**src/sv/tmlg_pkg.sv**
```systemverilog
// Package for the texture mip layout generator.
// Holds field widths, status and format codes, the shared multiplier request type
// and the format decode functions. No dependencies.
package tmlg_pkg;

    // Field widths
    localparam int DIM_W      = 15;
    localparam int MIPS_W     = 4;
    localparam int ARR_W      = 7;
    localparam int FMT_W      = 4;
    localparam int PITCH_W    = 18;
    localparam int ROWS_W     = 15;
    localparam int SPITCH_W   = 32;
    localparam int OFFSET_W   = 38;
    localparam int SLICE_W    = 9;
    localparam int STATUS_W   = 2;

    // Internal widths
    localparam int MIPCNT_W   = 5;   // effective mip count, 1..MAX_MIP_LEVELS (1..15 by default)
    localparam int SLICES_W   = 10;  // array size, times six for a cube map
    localparam int BLK_W      = 14;  // 4x4 block count along one side
    localparam int SHIFT_W    = 3;   // log2 of bytes per block or pixel
    localparam int MUL_A_W    = PITCH_W;
    localparam int MUL_B_W    = ROWS_W;
    localparam int MUL_P_W    = MUL_A_W + MUL_B_W;

    // Parameter defaults
    localparam int MAX_SUBRESOURCES_DEF = 64;
    localparam int MAX_MIP_LEVELS_DEF   = 15;

    // Result status codes
    localparam logic [STATUS_W-1:0] STAT_OK       = 2'd0;
    localparam logic [STATUS_W-1:0] STAT_BAD_FMT  = 2'd1;
    localparam logic [STATUS_W-1:0] STAT_ZERO_ARR = 2'd2;
    localparam logic [STATUS_W-1:0] STAT_TOO_MANY = 2'd3;

    // Format codes
    localparam logic [FMT_W-1:0] FMT_BC1       = 4'd0;
    localparam logic [FMT_W-1:0] FMT_BC2       = 4'd1;
    localparam logic [FMT_W-1:0] FMT_BC3       = 4'd2;
    localparam logic [FMT_W-1:0] FMT_BC7       = 4'd3;
    localparam logic [FMT_W-1:0] FMT_BC6H_U    = 4'd4;
    localparam logic [FMT_W-1:0] FMT_BC6H_S    = 4'd5;
    localparam logic [FMT_W-1:0] FMT_RG16F     = 4'd6;
    localparam logic [FMT_W-1:0] FMT_RG32F     = 4'd7;
    localparam logic [FMT_W-1:0] FMT_RGBA8     = 4'd8;
    localparam logic [FMT_W-1:0] FMT_BGRA8     = 4'd9;

    // Request to the shared multiplier
    typedef struct packed {
        logic               en;
        logic [MUL_A_W-1:0] a;
        logic [MUL_B_W-1:0] b;
    } mul_req_t;

    // Format decode: known code
    function automatic logic fmt_known(input logic [FMT_W-1:0] fmt);
        logic known;
        case (fmt) inside
            [FMT_BC1:FMT_BGRA8]: known = 1'b1;
            default:             known = 1'b0;
        endcase
        return known;
    endfunction

    // Format decode: block compressed
    function automatic logic fmt_compressed(input logic [FMT_W-1:0] fmt);
        return (fmt <= FMT_BC6H_S);
    endfunction

    // Format decode: log2 of bytes per block or per pixel
    function automatic logic [SHIFT_W-1:0] fmt_shift(input logic [FMT_W-1:0] fmt);
        logic [SHIFT_W-1:0] sh;
        case (fmt) inside
            FMT_BC1, FMT_RG32F:         sh = 3'd3;
            [FMT_BC2:FMT_BC6H_S]:       sh = 3'd4;
            FMT_RG16F, FMT_RGBA8,
            FMT_BGRA8:                  sh = 3'd2;
            default:                    sh = 3'd0;
        endcase
        return sh;
    endfunction

endpackage

```
**src/sv/texture_mip_layout_generator.sv**
```systemverilog
// Texture mip layout generator: one descriptor in, one beat per subresource out
// (a single beat on error). In the check state a format or array size error result goes
// straight to output; else the total state tests the subresource count from the shared
// multiplier. Each subresource passes pitch, multiply and output states plus any output
// stall; in_ready is high only in idle, so it returns after the last result is taken.
// Reset (rst_n low, async) returns the sequencer to idle, clearing its registers.
module texture_mip_layout_generator
#(
    parameter int MAX_SUBRESOURCES = tmlg_pkg::MAX_SUBRESOURCES_DEF,
    parameter int MAX_MIP_LEVELS   = tmlg_pkg::MAX_MIP_LEVELS_DEF
)
(
    input  logic                            clk,
    input  logic                            rst_n,
    input  logic                            in_valid,
    output logic                            in_ready,
    input  logic [tmlg_pkg::DIM_W-1:0]      width,
    input  logic [tmlg_pkg::DIM_W-1:0]      height,
    input  logic [tmlg_pkg::MIPS_W-1:0]     mip_count,
    input  logic [tmlg_pkg::ARR_W-1:0]      array_size,
    input  logic                            cube_map,
    input  logic [tmlg_pkg::FMT_W-1:0]      format_code,
    output logic                            out_valid,
    input  logic                            out_ready,
    output logic [tmlg_pkg::PITCH_W-1:0]    row_pitch,
    output logic [tmlg_pkg::ROWS_W-1:0]     row_count,
    output logic [tmlg_pkg::SPITCH_W-1:0]   slice_pitch,
    output logic [tmlg_pkg::OFFSET_W-1:0]   byte_offset,
    output logic [tmlg_pkg::SLICE_W-1:0]    slice_index,
    output logic [tmlg_pkg::MIPS_W-1:0]     mip_index,
    output logic                            last,
    output logic [tmlg_pkg::STATUS_W-1:0]   status
);

    typedef enum logic [2:0] {
        ST_IDLE,
        ST_CHECK,
        ST_TOTAL,
        ST_PITCH,
        ST_MUL,
        ST_EMIT
    } state_t;

    state_t                             state_reg, state_next;

    // Descriptor
    logic [tmlg_pkg::DIM_W-1:0]         w0_reg, w0_next;
    logic [tmlg_pkg::DIM_W-1:0]         h0_reg, h0_next;
    logic [tmlg_pkg::FMT_W-1:0]         fmt_reg, fmt_next;
    logic [tmlg_pkg::MIPCNT_W-1:0]      mips_reg, mips_next;
    logic [tmlg_pkg::SLICES_W-1:0]      slices_reg, slices_next;

    // Walk state
    logic [tmlg_pkg::DIM_W-1:0]         w_reg, w_next;
    logic [tmlg_pkg::DIM_W-1:0]         h_reg, h_next;
    logic [tmlg_pkg::SLICE_W-1:0]       s_reg, s_next;
    logic [tmlg_pkg::MIPS_W-1:0]        m_reg, m_next;
    logic [tmlg_pkg::OFFSET_W-1:0]      offset_reg, offset_next;

    // Result
    logic [tmlg_pkg::PITCH_W-1:0]       rp_reg, rp_next;
    logic [tmlg_pkg::ROWS_W-1:0]        rc_reg, rc_next;
    logic                               last_reg, last_next;
    logic [tmlg_pkg::STATUS_W-1:0]      status_reg, status_next;

    tmlg_pkg::mul_req_t                 mul_req;
    logic [tmlg_pkg::MUL_P_W-1:0]       mul_prod;

    // Input decode
    logic [tmlg_pkg::MIPCNT_W-1:0]      in_mips;
    logic [tmlg_pkg::SLICES_W-1:0]      in_slices;
    logic [tmlg_pkg::SLICES_W-1:0]      arr_ext;

    // Pitch decode
    logic                               comp;
    logic [tmlg_pkg::SHIFT_W-1:0]       shift;
    logic [tmlg_pkg::BLK_W-1:0]         bw, bh;
    logic [tmlg_pkg::DIM_W:0]           w_round, h_round;
    logic [tmlg_pkg::PITCH_W+1:0]       rp_full;
    logic                               mip_end, slice_end;

    tmlg_mul u_mul
    (
        .clk  (clk),
        .req  (mul_req),
        .prod (mul_prod)
    );

    // Effective mip count and slice count
    always_comb
    begin
        in_mips = tmlg_pkg::MIPCNT_W'(mip_count);
        if (mip_count == '0)
        begin
            in_mips = tmlg_pkg::MIPCNT_W'(1);
        end
        else if (in_mips > tmlg_pkg::MIPCNT_W'(MAX_MIP_LEVELS))
        begin
            in_mips = tmlg_pkg::MIPCNT_W'(MAX_MIP_LEVELS);
        end
        arr_ext   = tmlg_pkg::SLICES_W'(array_size);
        in_slices = cube_map ? ((arr_ext << 2) + (arr_ext << 1)) : arr_ext;
    end

    // Row pitch and row count of the current mip
    always_comb
    begin
        comp    = tmlg_pkg::fmt_compressed(fmt_reg);
        shift   = tmlg_pkg::fmt_shift(fmt_reg);
        w_round = (tmlg_pkg::DIM_W+1)'(w_reg) + (tmlg_pkg::DIM_W+1)'(3);
        h_round = (tmlg_pkg::DIM_W+1)'(h_reg) + (tmlg_pkg::DIM_W+1)'(3);
        bw      = w_round[tmlg_pkg::DIM_W:2];
        bh      = h_round[tmlg_pkg::DIM_W:2];
        if (bw == '0)
        begin
            bw = tmlg_pkg::BLK_W'(1);
        end
        if (bh == '0)
        begin
            bh = tmlg_pkg::BLK_W'(1);
        end
        if (comp)
        begin
            rp_full = (tmlg_pkg::PITCH_W+2)'(bw) << shift;
        end
        else
        begin
            rp_full = (tmlg_pkg::PITCH_W+2)'(w_reg) << shift;
        end
    end

    assign mip_end   = ({1'b0, m_reg} == mips_reg - tmlg_pkg::MIPCNT_W'(1));
    assign slice_end = ({1'b0, s_reg} == tmlg_pkg::SLICES_W'(slices_reg - 1'b1));

    // Sequencer
    always_comb
    begin
        state_next  = state_reg;
        w0_next     = w0_reg;
        h0_next     = h0_reg;
        fmt_next    = fmt_reg;
        mips_next   = mips_reg;
        slices_next = slices_reg;
        w_next      = w_reg;
        h_next      = h_reg;
        s_next      = s_reg;
        m_next      = m_reg;
        offset_next = offset_reg;
        rp_next     = rp_reg;
        rc_next     = rc_reg;
        last_next   = last_reg;
        status_next = status_reg;
        mul_req     = '0;

        case (state_reg)
            ST_IDLE:
            begin
                if (in_valid)
                begin
                    w0_next     = width;
                    h0_next     = height;
                    fmt_next    = format_code;
                    mips_next   = in_mips;
                    slices_next = in_slices;
                    state_next  = ST_CHECK;
                end
            end

            ST_CHECK:
            begin
                // Total subresource count on the shared multiplier
                mul_req.en  = 1'b1;
                mul_req.a   = tmlg_pkg::MUL_A_W'(slices_reg);
                mul_req.b   = tmlg_pkg::MUL_B_W'(mips_reg);
                rp_next     = '0;
                rc_next     = '0;
                offset_next = '0;
                s_next      = '0;
                m_next      = '0;
                w_next      = w0_reg;
                h_next      = h0_reg;
                last_next   = 1'b1;
                if (!tmlg_pkg::fmt_known(fmt_reg))
                begin
                    status_next = tmlg_pkg::STAT_BAD_FMT;
                    state_next  = ST_EMIT;
                end
                else if (slices_reg == '0)
                begin
                    status_next = tmlg_pkg::STAT_ZERO_ARR;
                    state_next  = ST_EMIT;
                end
                else
                begin
                    status_next = tmlg_pkg::STAT_OK;
                    state_next  = ST_TOTAL;
                end
            end

            ST_TOTAL:
            begin
                if (mul_prod > tmlg_pkg::MUL_P_W'(MAX_SUBRESOURCES))
                begin
                    status_next = tmlg_pkg::STAT_TOO_MANY;
                    state_next  = ST_EMIT;
                end
                else
                begin
                    state_next = ST_PITCH;
                end
            end

            ST_PITCH:
            begin
                rp_next    = rp_full[tmlg_pkg::PITCH_W-1:0];
                rc_next    = comp ? tmlg_pkg::ROWS_W'(bh) : h_reg;
                last_next  = mip_end && slice_end;
                state_next = ST_MUL;
            end

            ST_MUL:
            begin
                mul_req.en = 1'b1;
                mul_req.a  = rp_reg;
                mul_req.b  = rc_reg;
                state_next = ST_EMIT;
            end

            ST_EMIT:
            begin
                if (out_ready)
                begin
                    if (last_reg)
                    begin
                        state_next = ST_IDLE;
                    end
                    else
                    begin
                        offset_next = offset_reg
                                    + tmlg_pkg::OFFSET_W'(mul_prod[tmlg_pkg::SPITCH_W-1:0]);
                        if (mip_end)
                        begin
                            m_next = '0;
                            s_next = s_reg + 1'b1;
                            w_next = w0_reg;
                            h_next = h0_reg;
                        end
                        else
                        begin
                            m_next = m_reg + 1'b1;
                            w_next = (w_reg > tmlg_pkg::DIM_W'(1)) ? (w_reg >> 1)
                                                                   : tmlg_pkg::DIM_W'(1);
                            h_next = (h_reg > tmlg_pkg::DIM_W'(1)) ? (h_reg >> 1)
                                                                   : tmlg_pkg::DIM_W'(1);
                        end
                        state_next = ST_PITCH;
                    end
                end
            end

            default:
            begin
                state_next = ST_IDLE;
            end
        endcase
    end

    // State and registered outputs
    always_ff @(posedge clk or negedge rst_n)
    begin
        if (!rst_n)
        begin
            state_reg  <= ST_IDLE;
            w0_reg     <= '0;
            h0_reg     <= '0;
            fmt_reg    <= '0;
            mips_reg   <= '0;
            slices_reg <= '0;
            w_reg      <= '0;
            h_reg      <= '0;
            s_reg      <= '0;
            m_reg      <= '0;
            offset_reg <= '0;
            rp_reg     <= '0;
            rc_reg     <= '0;
            last_reg   <= 1'b0;
            status_reg <= tmlg_pkg::STAT_OK;
        end
        else
        begin
            state_reg  <= state_next;
            w0_reg     <= w0_next;
            h0_reg     <= h0_next;
            fmt_reg    <= fmt_next;
            mips_reg   <= mips_next;
            slices_reg <= slices_next;
            w_reg      <= w_next;
            h_reg      <= h_next;
            s_reg      <= s_next;
            m_reg      <= m_next;
            offset_reg <= offset_next;
            rp_reg     <= rp_next;
            rc_reg     <= rc_next;
            last_reg   <= last_next;
            status_reg <= status_next;
        end
    end

    // Ports
    assign in_ready    = (state_reg == ST_IDLE);
    assign out_valid   = (state_reg == ST_EMIT);
    assign row_pitch   = rp_reg;
    assign row_count   = rc_reg;
    assign slice_pitch = (status_reg == tmlg_pkg::STAT_OK)
                       ? mul_prod[tmlg_pkg::SPITCH_W-1:0] : '0;
    assign byte_offset = offset_reg;
    assign slice_index = s_reg;
    assign mip_index   = m_reg;
    assign last        = last_reg;
    assign status      = status_reg;

endmodule

```
**src/sv/tmlg_mul.sv**
```systemverilog
// Shared multiplier for the texture mip layout generator.
// One registered 18x15 product, loaded only on a request. Depends on tmlg_pkg.
module tmlg_mul
(
    input  logic                          clk,
    input  tmlg_pkg::mul_req_t            req,
    output logic [tmlg_pkg::MUL_P_W-1:0]  prod
);

    logic [tmlg_pkg::MUL_P_W-1:0] prod_reg;
    logic [tmlg_pkg::MUL_P_W-1:0] prod_next;

    // Product, held between requests
    always_comb
    begin
        prod_next = prod_reg;
        if (req.en)
        begin
            prod_next = tmlg_pkg::MUL_P_W'(req.a) * tmlg_pkg::MUL_P_W'(req.b);
        end
    end

    always_ff @(posedge clk)
    begin
        prod_reg <= prod_next;
    end

    assign prod = prod_reg;

endmodule
```
**config.mk**
```make
export PLATFORM = sky130hd
export DESIGN_NAME = texture_mip_layout_generator
export DESIGN_NICKNAME = d
export VERILOG_FILES = /design/src/sv/tmlg_pkg.sv /design/src/sv/texture_mip_layout_generator.sv /design/src/sv/tmlg_mul.sv
export SDC_FILE = /design/constraint.sdc
export NUM_CORES = 1
export LEC_CHECK = 0
export BUFFER_PORTS_ARGS = -buffer_cell sky130_fd_sc_hd__buf_2
export CAP_MARGIN = 20
export CORE_MARGIN = 2
export CORE_UTILIZATION = 55
export CTS_CLUSTER_DIAMETER = 80
export CTS_CLUSTER_SIZE = 25
export DETAILED_ROUTE_END_ITERATION = 16
export GPL_ROUTABILITY_DRIVEN = 0
export PLACE_DENSITY_LB_ADDON = 0.3
export SYNTH_ARGS = -nofsm -noshare
export SYNTH_HDL_FRONTEND = slang
export SYNTH_SLANG_ARGS = --single-unit
```
**constraint.sdc**
```tcl
create_clock -name clk -period 14.9 [get_ports clk]
set_input_delay 0.745 -clock clk [delete_from_list [all_inputs] [get_ports clk]]
set_output_delay 0.745 -clock clk [all_outputs]
set_load 0.03 [all_outputs]
```
==> run metrics <==
Setup crit end kind=register; Synthesis Warnings=0; Post-CTS Setup Bufs=0; Worst path max stage delay=1030 ps; Final Hold Viols=0; Die Ht=196.3 um; worst flop-to-flop path startpoint=state_reg[1]; final number of setup-violating endpoints=0; post-synthesis sequential area ratio=25.55%; synthesized-area fraction occupied by ao, oa, aoi and oai cells=14.02%; leading area contributor after synthesis=dfrtp_1; core area=36520 sq um; Synth Flop Type=dfrtp_1; Slew Limit Headroom=14.33%; Worst path top cell family by delay=adder cells; routed len/inst=18.81 um; Final Non-Filler Cells=2927; Internal=1.476 mW; Final ANT Viol Nets=0; Max stage delay cell, worst path=a22oi_1; Max Slew Vio Count=0; FILL cells=3117; P_sw=1.590 mW; critical path class=reg2reg; leakage=11.38 nW; top post-synthesis cells by area=dfrtp_1 21%, fa_1 20%, ha_1 8.6%; first-pass GRT wire length=89.07 mm; Worst Path Arrival=8580 ps; most common cell after layout, fill and taps aside=nand2_1; Mapped Area=20340 sq um; die width=196.3 um; CTS tree=built; post-synthesis register bit count=201; Initial Util=55.68%; die area=38530 sq um; clock-pin slew on the worst setup and hold paths=90 ps; utilization after layout=60.17%; Final period util=55.57%; mux contribution to synthesized area=1.987%; Tmin final=8279 ps; syn nets=2765; Sequential Power Share=35.5%; CP cell instances=nor3_2 -> buf_4 -> a22oi_1 -> nor2_1 -> fa_1 -> fa_1 -> fa_1 -> fa_1 -> fa_1 -> inv_1 -> fa_1 -> inv_1 -> ha_1 -> and4_1 -> o2111ai_1 -> a31oi_1 -> o21a_1 -> nand3_1 -> a21oi_1 -> and2_1 -> o21ai_0 -> a221oi_1; Tot GR Track Use=28.82%; DR vias/cell=5.915; clock power share=13.4%; PortBufs=170; Synth Area in Simple Gates=18.92%; Post-Syn Area per Cell=8.591 sq um; critical path required time=15200 ps; Post-Route WL=55.06 mm; Bufs on Longest Clock Path=3; Total Power=3.066 mW; CP Max Fanout=80; TritonRoute pass-1 iters=6; row cnt=70; critical path's most frequent cell=fa_1; total CTS buffers=14; pwr dens=139.5 nW/um^2; remaining routing DRC violations=0; Hold/Removal Path Class=in2async; post-CTS resize count=0; largest net degree at the start of global routing=81; I/O pin total=171; Synth Area in Adders=29.09%; most frequent cells in the layout=447 x nand2_1, 253 x inv_1, 208 x fa_1; Placed Cells=2901; antenna violations before repair=2; Post-Synth XOR/XNOR Area=3.489%; RSZ-0062 raised after global routing=false; HPWL after DPL=43.54 mm; Vias=17.31k; share of cells above drive strength 1=9.886%; sw frac=51.85%; synth unique cells=77; post-cts hold buffer count=0; fin area=21980 sq um; Root Driver=clkbuf_16; largest family of logic cells by synthesized area=adder cells; Worst setup startpoint=state_reg[1]; Post-synth EDFFs=33; combinational power share=51.2%; Syn Inst Count=2367; Max rail drop VDD=0.0001404 V; status=finished clean; WP buf/inv=3; H-tree depth=1; CP startpoint kind=register; clk_skew=56.49 ps; Layout area overhead=8.066%; total of max-cap violations=0; 1st-iter DRT viols=1297; FMAX=0.1208 GHz; total gr overflow=0; post-synth top area share=20.67%; placed inst area=21460 sq um; Clock Latency Late Sink=520 ps; Layout Nets=2849; asr flop ratio synth=83.58%; max reg flops=38; worst slew pin tran=1285 ps; # clock sinks=201; Fin Setup TNS=0 ps; vias in the first global route=17.12k
[path summary, 6_finish.rpt]
path                                   end  slack [ps]  cells after the start
max                         u_mul.prod[27]        6620                     22
min                        byte_offset[22]         240                      1
max reg2reg                 u_mul.prod[27]        6620                     22
min reg2reg                      w0_reg[6]         480                      2
max in group asynchronous        w0_reg[9]       12850                      3
min in group clk                 h0_reg[9]         400                      3
[logic make-up (layout without fill, tap and decap cells)]
group           Yosys count  count (layout)
simple gates            879             879
compound gates          447             447
buf+inv                 371             462
fa+ha+maj               348             348
flops                   201             201
xor+xnor                 81              81
mux                      40              40
other cells               0               1
[layer usage]
layer / wire length, um / GRT usage, %
met1: 22530 / 38.66
met4: 2322 / 10.97
met5: 7 / 0
met3: 4581 / 5.192
met2: 25620 / 46.81
[worst register-to-register path: cells and delay by family (launching register included)]
family	cells	cell delay [ps]
buffers and inverters	3	470
flip-flops	1	740
AND/OR/NAND/NOR	5	890
AO/OA/AOI/OAI	7	2380
adder cells (fa/ha/maj)	7	3590
[cell usage after synthesis (53+ instances only)]
| cell type | number |
|---|---|
| a21oi_1 | 113 |
| and3_1 | 53 |
| clkbuf_1 | 99 |
| dfrtp_1 | 168 |
| fa_1 | 208 |
| ha_1 | 140 |
| inv_1 | 253 |
| nand2_1 | 447 |
| nor2_1 | 203 |
| o21ai_0 | 146 |
[stage by stage]
step                setup WS [ps]  hold slack (ps)
floorplan                    7474            445.4
global placement             6989            461.3
detailed placement           6832            464.8
CTS                          6741            254.4
global route                 6115            292.1
finish                       6621            241.2
[power groups by stage]
stage / logic (mW) / registers [mW] / clock network [mW]
CTS: 1.54 / 1.07 / 0.420
floorplan: 1.13 / 0.992 / 0
detailed placement: 1.53 / 1.09 / 0
global route: 1.73 / 1.11 / 0.438
finish: 1.57 / 1.09 / 0.410
global placement: 1.48 / 1.08 / 0
[layout make-up]
class | count | area (sq um) | area share [%]
Multi-Input combinational cell | 1795 | 13770 | 62.65
Sequential cell | 201 | 5195 | 23.64
Timing Repair Buffer | 186 | 1010 | 4.595
Inverter | 253 | 949.7 | 4.321
Tap cell | 468 | 585.6 | 2.665
Clock buffer | 15 | 354.1 | 1.611
Clock inverter | 8 | 112.6 | 0.5124
Antenna cell | 1 | 2.502 | 0.01139
No activity file was read; power rests on OpenSTA's default activity.
